## src/sv/binary32_float_multiplier_macros.svh

```systemverilog
// ----------------------------------------------------------------------------
// Assertion macros
// Shared assertion helpers for the multiplier RTL.
// ----------------------------------------------------------------------------
`ifndef BINARY32_FLOAT_MULTIPLIER_MACROS_SVH
`define BINARY32_FLOAT_MULTIPLIER_MACROS_SVH

// Implication checked on every rising clock edge outside reset.
`define B32M_ASSERT_IMPL(label, clk, rstn, ante, cons) \
    label: assert property (@(posedge clk) disable iff (!rstn) (ante) |-> (cons)) \
        else $error("assertion failed");

// Next-cycle implication checked outside reset.
`define B32M_ASSERT_NEXT(label, clk, rstn, ante, cons) \
    label: assert property (@(posedge clk) disable iff (!rstn) (ante) |=> (cons)) \
        else $error("assertion failed");

`endif

```

## src/sv/b32m_pkg.sv

```systemverilog
// ----------------------------------------------------------------------------
// b32m_pkg
// Constants and types shared by the binary32 multiplier modules.
// ----------------------------------------------------------------------------
package b32m_pkg;
    localparam int unsigned FracBits = 23;
    localparam int unsigned ExpBits  = 8;
    localparam logic [9:0]  ExpBias  = 10'd127;
    localparam logic [9:0]  ExpMax   = 10'd255;

    typedef logic [31:0] word_t;
endpackage

```

## src/sv/b32m_core.sv

```systemverilog
// ----------------------------------------------------------------------------
// b32m_core
// Combinational truncating multiply of two binary32 patterns.
// ----------------------------------------------------------------------------
module b32m_core (
    input  b32m_pkg::word_t a,
    input  b32m_pkg::word_t b,
    output b32m_pkg::word_t p
);
    import b32m_pkg::*;

    logic        zero_in;
    logic        sign;
    logic [23:0] ma;
    logic [23:0] mb;
    logic [47:0] prod;
    logic [9:0]  exp_sum;
    logic [9:0]  exp_norm;
    logic [22:0] frac;

    assign zero_in  = (a[30:0] == 31'd0) || (b[30:0] == 31'd0);
    assign sign     = a[31] ^ b[31];
    assign ma       = {1'b1, a[22:0]};
    assign mb       = {1'b1, b[22:0]};
    assign prod     = ma * mb;
    assign exp_sum  = {2'b00, a[30:23]} + {2'b00, b[30:23]} - ExpBias;
    assign exp_norm = exp_sum + {9'd0, prod[47]};
    assign frac     = prod[47] ? prod[46:24] : prod[45:23];

    always_comb begin
        if (zero_in) begin
            p = '0;
        end else if (!exp_norm[9] && (exp_norm >= ExpMax)) begin
            p = {sign, 8'hFF, 23'd0};
        end else if (exp_norm[9] || (exp_norm == 10'd0)) begin
            p = '0;
        end else begin
            p = {sign, exp_norm[7:0], frac};
        end
    end
endmodule

```

## src/sv/binary32_float_multiplier.sv

```systemverilog
// Path: an input beat passes the input register, then the result register, to become a result beat.
// Throughput: one beat per cycle while the output is not stalled; one 24x24 multiplier between the two registers.
// Input stays ready while the result register is empty or being drained.
// Reset: aresetn synchronous active low clears both valid flags.
// ----------------------------------------------------------------------------
// binary32_float_multiplier
// Streaming truncating binary32 multiplier.
// ----------------------------------------------------------------------------
`include "binary32_float_multiplier_macros.svh"
module binary32_float_multiplier (
    input  logic        aclk,
    input  logic        aresetn,
    input  logic        s_tvalid,
    output logic        s_tready,
    input  logic [63:0] s_tdata,   // operand_a [31:0], operand_b [63:32]
    output logic        m_tvalid,
    input  logic        m_tready,
    output logic [31:0] m_tdata    // product [31:0]
);
    import b32m_pkg::*;

    logic  in_valid_reg;
    word_t a_reg;
    word_t b_reg;
    logic  out_valid_reg;
    word_t out_reg;
    word_t prod;
    logic  adv;

    assign adv      = !out_valid_reg || m_tready;
    assign s_tready = !in_valid_reg || adv;

    b32m_core u_core (.a(a_reg), .b(b_reg), .p(prod));

    always_ff @(posedge aclk) begin
        if (!aresetn) begin
            in_valid_reg  <= 1'b0;
            out_valid_reg <= 1'b0;
        end else begin
            if (adv) begin
                out_valid_reg <= in_valid_reg;
            end
            if (s_tready) begin
                in_valid_reg <= s_tvalid;
            end
        end
        if (adv && in_valid_reg) begin
            out_reg <= prod;
        end
        if (s_tready && s_tvalid) begin
            a_reg <= s_tdata[31:0];
            b_reg <= s_tdata[63:32];
        end
    end

    assign m_tvalid = out_valid_reg;
    assign m_tdata  = out_reg;

    `B32M_ASSERT_NEXT(a_hold, aclk, aresetn, m_tvalid && !m_tready, m_tvalid)
    `B32M_ASSERT_IMPL(a_ready, aclk, aresetn, !in_valid_reg, s_tready)
    `B32M_ASSERT_NEXT(a_fill, aclk, aresetn, in_valid_reg && adv, out_valid_reg)
endmodule
```

## config.mk

```make
export PLATFORM = sky130hd
export DESIGN_NAME = binary32_float_multiplier
export DESIGN_NICKNAME = d
export VERILOG_FILES = /design/src/sv/b32m_pkg.sv /design/src/sv/b32m_core.sv /design/src/sv/binary32_float_multiplier.sv
export VERILOG_INCLUDE_DIRS = /design/src /design/src/sv
export SDC_FILE = /design/constraint.sdc
export NUM_CORES = 1
export LEC_CHECK = 0
export BUFFER_PORTS_ARGS = -buffer_cell sky130_fd_sc_hd__buf_2
export CAP_MARGIN = 20
export CORE_UTILIZATION = 57
export CTS_CLUSTER_SIZE = 14
export DETAILED_ROUTE_END_ITERATION = 12
export GPL_TIMING_DRIVEN = 0
export PLACE_DENSITY_LB_ADDON = 0.25
export SLEW_MARGIN = 25
export SYNTH_ARGS = -nofsm -noshare
export SYNTH_HDL_FRONTEND = slang
export SYNTH_SLANG_ARGS = --single-unit
```

## constraint.sdc

```tcl
create_clock -name aclk -period 10.31 [get_ports aclk]
set_input_delay 1.5465 -clock aclk [delete_from_list [all_inputs] [get_ports aclk]]
set_output_delay 1.5465 -clock aclk [all_outputs]
set_load 0.03 [all_outputs]
```

==> results.rst, run 1 <==
.. list-table::
   :header-rows: 1

   * - Metric
     - Value
   * - Outcome
     - completed
   * - CTS Root Cell
     - clkbuf_16
   * - Mean routed wirelength per cell
     - 23.55 µm
   * - Crit Path Class
     - reg -> reg
   * - Synth-to-layout area growth
     - 8.633%
   * - Synth Register Bits
     - a little under 100
   * - Worst EP arrival
     - about 10,000 ps
   * - DIE WIDTH
     - just over 200 µm
   * - Via-to-Cell Ratio
     - 5.735
   * - Grt ovf
     - 0
   * - Via count of the first global-routing pass
     - approximately 19,000
   * - Final Critical Period
     - around 10000 ps
   * - Final max-slew violation count
     - 0
   * - I/O pin total
     - slightly above 100
   * - GPL Wtd Cong
     - between 1 and 1.5
   * - Startpoint class of the critical path
     - flip-flop
   * - TritonCTS Sinks
     - 98
   * - Final setup violation count
     - 0
   * - Final wirelength
     - slightly above 70,000 µm
   * - Leading cell types in the layout, fill and taps excluded
     - inv_1 (569), fa_1 (482), nand2_1 (333), and2_1 (220), ha_1 (179)
   * - Share of the synthesized area in the top cell type
     - about 43%
   * - R2R Path Start
     - b_reg[18]
   * - Synth Instances
     - 2,390
   * - Clock tree from TritonCTS
     - built
   * - Share of cells above drive strength 1
     - 10.86%
   * - Leading cell types by total area after synthesis
     - fa_1 (43%), edfxtp_1 (13%), ha_1 (9.9%)
   * - Measured slew at the worst slew-check pin
     - roughly 800 ps
   * - Library cell with the largest summed area after synthesis
     - fa_1
   * - Post-Synthesis Cell Area
     - around 23,000 µm²
   * - Final standard cell count with taps included and fillers excluded
     - approximately 3,100
   * - Placeable core region
     - roughly 39,000 µm²
   * - Placed Cells
     - 3,011
   * - Worst hold stages
     - 1
   * - Normalized max-slew margin
     - between 40 and 50%
   * - Maximum frequency from static timing analysis
     - ~100 MHz
   * - Die span in y
     - between 200 and 250 µm
   * - Post-route ant nets
     - 0
   * - Share of synthesized area occupied by flip-flops and latches
     - about 13%
   * - Setup slack on the worst flop-to-flop path
     - between 300 and 400 ps
   * - Std-Cell Rows
     - about 70
   * - Estimated wirelength of the detail-placed design
     - about 59,000 µm
   * - Logic depth of the worst register-to-register path
     - 35
   * - Number of hold violations in the final report
     - 0
   * - Clock buffer count from CTS
     - 9
   * - Count of flip-flops with a built-in enable after synthesis
     - 96
   * - Number of port buffers
     - 101
   * - Via count of the routed design
     - around 18,000
   * - Initial DRC count
     - approximately 1,700
   * - Worst reg2reg endpoint
     - m_tdata[20]
   * - Full die area
     - 40,490 µm²
   * - Net count reported at finish
     - 3,274
   * - Initial Utilization
     - just under 60%
   * - Antenna violations before repair
     - 5
   * - Most common flop cell mapped by yosys
     - edfxtp_1
   * - Maxcap violations
     - 0
   * - Library cells used by synthesis
     - 76
   * - Share of flip-flops with an asynchronous set or reset
     - 0%
   * - GRT Total Usage
     - 37.20%
   * - Critical-path top delay cell
     - edfxtp_1
   * - Data required time of the worst path
     - 10,510 ps
   * - Drt pass-1 iters
     - 8
   * - Pin count of the biggest net entering global routing
     - 34
   * - Wire length of the first global-routing pass
     - between 100,000 and 150,000 µm
   * - Max Root-Sink Buffers
     - 2
   * - H-tree levels
     - 3
   * - Endpoint of the worst hold-timing path
     - m_tvalid
   * - Crit path top cell by count
     - fa_1
   * - Clock Pin Slew Worst Setup and Hold Paths
     - ~70 ps
   * - Post-route clock period utilization
     - a little over nine tenths
   * - Max Fanout on Critical Path
     - 10
   * - Mean Syn Cell Area
     - roughly 9.5 µm²
   * - Number of synthesis warnings
     - 0
   * - Drt drc
     - 0
   * - Hold Crit Class
     - reg -> reg
   * - Leading cell type in the layout, fill and taps excluded
     - inv_1
   * - Max incr delay on CP
     - 690 ps
   * - Net Count, Synth
     - just over 3,000
   * - Final worst clock skew
     - roughly 22 ps
   * - Type of element capturing the critical path
     - flip-flop
   * - Clock insertion delay at the later pin of the skew report
     - between 300 and 400 ps
   * - Hold path startpoint
     - in_valid_reg
## metrics by stage
stage / instance area, µm² / hold WS [ps] / setup TNS [ps] / util, % / setup slack, ps
6_report: 24580 / 551.6 / 0 / 63.16 / 333.8
5_1_grt: 24580 / 574.6 / -251.6 / 63.15 / -57.92
4_1_cts: 24260 / 555.8 / 0 / 62.34 / 3.952
3_5_place_dp: 23830 / 548.0 / -9381 / 61.23 / -438.5
3_3_place_gp: 23780 / 492.2 / -11210 / 61.10 / -491.4
2_1_floorplan: 22630 / 476.8 / 0 / - / 1571
## cell type report
cell class,instances,area [µm²]
fillers,3371,14340
flip-flops and latches,98,2923
multi-input cells,1615,17170
clock buffers,12,256.5
plain buffers,100,501.7
clock inverters,4,33.78
well taps,518,648.1
repair buffers,145,860.8
inverters,576,2181
diodes,1,2.502
## routing by layer
metal | GRT usage [%] | vias up | wire length, µm | part of all wire, %
met4 | 21.86 | 2 | 5224 | 7.2
met5 | 0 | - | 8 | 0.011
met3 | 6.090 | 251 | 6599 | 9.1
met1 | 47.81 | 8834 | 27020 | 37
met2 | 59.84 | 981 | 33440 | 46
li1 | - | 7532 | - | -
## how the worst max path moves through the flow
stage                         start           to  slack (ps)  cells after the start
after CTS                 a_reg[11]   m_tdata[8]           4                     33
final                     b_reg[18]  m_tdata[20]         330                     35
after detailed placement   a_reg[8]   m_tdata[8]        -440                     37
after global routing      b_reg[12]  m_tdata[18]         -60                     36
after global placement     a_reg[8]   m_tdata[8]        -490                     37
after floorplan           a_reg[19]  m_tdata[20]        1570                     35
## cells by family after synthesis
group                      Yosys count  share of synthesized area [%]
AOI/OAI and AO/OA                  194                          5.967
DFF                                 98                          12.92
buffers and inverters              677                          11.35
and+or+nand+nor                    720                          15.52
xor gates and xnor gates            29                          1.217
adders and majority gates          661                          52.55
muxes                               11                         0.4867
## cells in the mapped netlist (all sizes together) (4+ instances only)
cell,count
or2,6
o21ai,31
fa,482
nand3,12
a211oi,11
o22ai,6
clkbuf,93
xor2,13
nor2b,10
xnor2,15
o211ai,10
nand2,335
o31ai,4
inv,574
edfxtp,96
a31oi,11
buf,8
nor3,11
mux2i,11
a21oi,53
nor4,18
or3,12
ha,179
o21ba,4
a21o,23
o21a,7
nand4,15
and2,221
nor2,65
## what timing repair did
action,CTS,global route
hold buffers,0,0
setup endpoints to repair,29,31
resized for setup,55,67
pin swaps,0,0
setup buffers,9,33
## worst max-delay path, delay by kind of cell (launching register included)
kind            cells  cell delay [ps]
simple gates       10             2340
compound gates      6             1490
buf+inv             8             1250
fa+ha+maj          10             3830
flops               1              690
mux                 1              180
Power of run 1 is left out: the tool's default activity adds up to more than one toggle a clock period on the data nets, which glitch-free logic cannot reach.
==> run 2, diff against run 1 <==
- CORE_UTILIZATION: 57 -> 55
==> run 2 against run 1 <==
Utilization is 1.6 points lower. Clock skew up 1.9 ps. Hold slack worse by 9.5 ps. Worst setup slack better by 61 ps. Critical path depth did not move. Critical endpoint is now m_tdata[19].
==> results.rst, run 2 (same netlist as run 1, synthesis figures left out) <==
.. list-table::
   :header-rows: 1

   * - Metric
     - Value
   * - Max Fanout on Critical Path
     - 10
   * - Startpoint class of the critical path
     - flip-flop
   * - Clock buffer count from CTS
     - 9
   * - Endpoint of the worst hold-timing path
     - m_tvalid
   * - Logic depth of the worst register-to-register path
     - 35
   * - Post-route clock period utilization
     - 96.17%
   * - Multi-input gate area in the final layout
     - 17,200 µm²
   * - Post-route ant nets
     - 0
   * - Setup slack on the worst flop-to-flop path
     - slightly below 400 ps
   * - Leading cell types in the layout, fill and taps excluded
     - inv_1 (569), fa_1 (482), nand2_1 (333), and2_1 (220), ha_1 (179)
   * - Clock insertion delay at the later pin of the skew report
     - approximately 380 ps
   * - Drt pass-1 iters
     - 5
   * - Final wirelength
     - slightly above 70,000 µm
   * - Worst reg2reg endpoint
     - m_tdata[19]
   * - Worst EP arrival
     - slightly above 10,000 ps
   * - Via count of the first global-routing pass
     - 18,909
   * - TritonCTS Sinks
     - 98
   * - Clock Pin Slew Worst Setup and Hold Paths
     - 80 ps
   * - FF/Latch Area
     - slightly below 3000 µm²
   * - Clock tree from TritonCTS
     - built
   * - Measured slew at the worst slew-check pin
     - roughly 750 ps
   * - Filler Cells Inserted
     - 3,527
   * - Worst hold stages
     - 1
   * - Maxcap violations
     - 0
   * - Pin count of the biggest net entering global routing
     - 34
   * - Initial Utilization
     - between 50 and 60%
   * - Via-to-Cell Ratio
     - ~5.7
   * - Max incr delay on CP
     - approximately 540 ps
   * - Worst hold margin
     - around 540 ps
   * - Maximum frequency from static timing analysis
     - 100.9 MHz
   * - Grt ovf
     - 0
   * - DIE WIDTH
     - 204.8 µm
   * - R2R Path Start
     - a_reg[7]
   * - Number of hold violations in the final report
     - 0
   * - I/O pin total
     - a little over 100
   * - Hold Crit Class
     - reg -> reg
   * - Placeable core region
     - 40,190 µm²
   * - Max Root-Sink Buffers
     - 2
   * - Leading cell type in the layout, fill and taps excluded
     - inv_1
   * - Die span in y
     - around 200 µm
   * - Full die area
     - 41,950 µm²
   * - Final Critical Period
     - 9915 ps
   * - Crit Path Class
     - reg -> reg
   * - Std-Cell Rows
     - 73
   * - Critical-path top delay cell
     - fa_1
   * - Crit path top cell by count
     - fa_1
   * - Type of element capturing the critical path
     - flip-flop
   * - Mean routed wirelength per cell
     - about 23 µm
   * - GRT Total Usage
     - between 30% and 40%
   * - Final worst clock skew
     - 23.63 ps
   * - Initial DRC count
     - 1,436
   * - Via count of the routed design
     - 17,685
   * - Share of cells above drive strength 1
     - a little under an eighth
   * - Hold path startpoint
     - in_valid_reg
   * - Number of port buffers
     - 101
   * - Wire length of the first global-routing pass
     - between 100,000 and 150,000 µm
   * - H-tree levels
     - 3
   * - Outcome
     - completed
   * - Final max-slew violation count
     - 0
   * - Final setup violation count
     - 0
   * - Drt drc
     - 0
   * - Data required time of the worst path
     - between 10,000 and 15,000 ps
   * - Final Core Density
     - around 60%
   * - Normalized max-slew margin
     - between 40% and 50%
   * - Net count reported at finish
     - about 3,300
   * - GPL Wtd Cong
     - around 1.1
   * - Estimated wirelength of the detail-placed design
     - ~59,000 µm
   * - CTS Root Cell
     - clkbuf_16
   * - Antenna violations before repair
     - 5
   * - Synth-to-layout area growth
     - 9.280%
-- run 2: worst max-delay path by stage --
| stage | start | endpoint | slack, ps | cells past startpoint |
|---|---|---|---|---|
| floorplan | a_reg[19] | m_tdata[20] | 1570 | 35 |
| global placement | a_reg[8] | m_tdata[8] | -510 | 37 |
| detailed placement | a_reg[8] | m_tdata[7] | -490 | 37 |
| CTS | b_reg[4] | m_tdata[8] | 1 | 37 |
| global route | a_reg[7] | m_tdata[19] | -30 | 35 |
| finish | a_reg[7] | m_tdata[19] | 390 | 35 |
-- run 2: final cells by class --
| type | count | area share [%] |
|---|---|---|
| clock inverters | 6 | 0.3947 |
| well taps | 525 | 2.657 |
| clock buffers | 10 | 0.9261 |
| multi-input cells | 1615 | 69.58 |
| diodes | 1 | 0.01012 |
| inverters | 576 | 8.836 |
| flip-flops and latches | 98 | 11.82 |
| repair buffers | 152 | 3.694 |
| plain buffers | 100 | 2.085 |
-- run 2: repair_timing --
| item | 4_1_cts | 5_1_grt |
|---|---|---|
| hold buffers | 0 | 0 |
| resized for setup | 54 | 83 |
| pin swaps | 0 | 2 |
| setup buffers | 16 | 33 |
| endpoints found under the setup margin | 29 | 31 |
| gates cloned | 0 | 0 |
-- run 2: through the flow --
step	std cells	TNS [ps]	worst slack (ps)	instance area (µm²)
2_1_floorplan	2390	0	1571	22630
3_3_place_gp	3016	-11160	-507.5	23790
3_5_place_dp	3018	-10640	-492.0	23840
4_1_cts	3050	0	1.148	24360
5_1_grt	3082	-46.49	-30.79	24720
6_report	3083	0	394.6	24730
-- run 2: metal layers --
layer,GRT usage [%],wire (µm)
met1,46.18,27250
met2,57.49,33210
met3,6.157,6125
met4,22.39,5075
met5,0,12
-- run 2: worst max-delay path, delay by kind of cell (launching register included) --
kind / cells / cell delay [ps]
flip-flops: 1 / 510
buffers and inverters: 8 / 1230
adder cells (fa/ha/maj): 10 / 4120
multiplexers: 1 / 200
AO/OA/AOI/OAI: 6 / 1590
AND/OR/NAND/NOR: 10 / 2060
Power of run 2 is left out for the same reason.
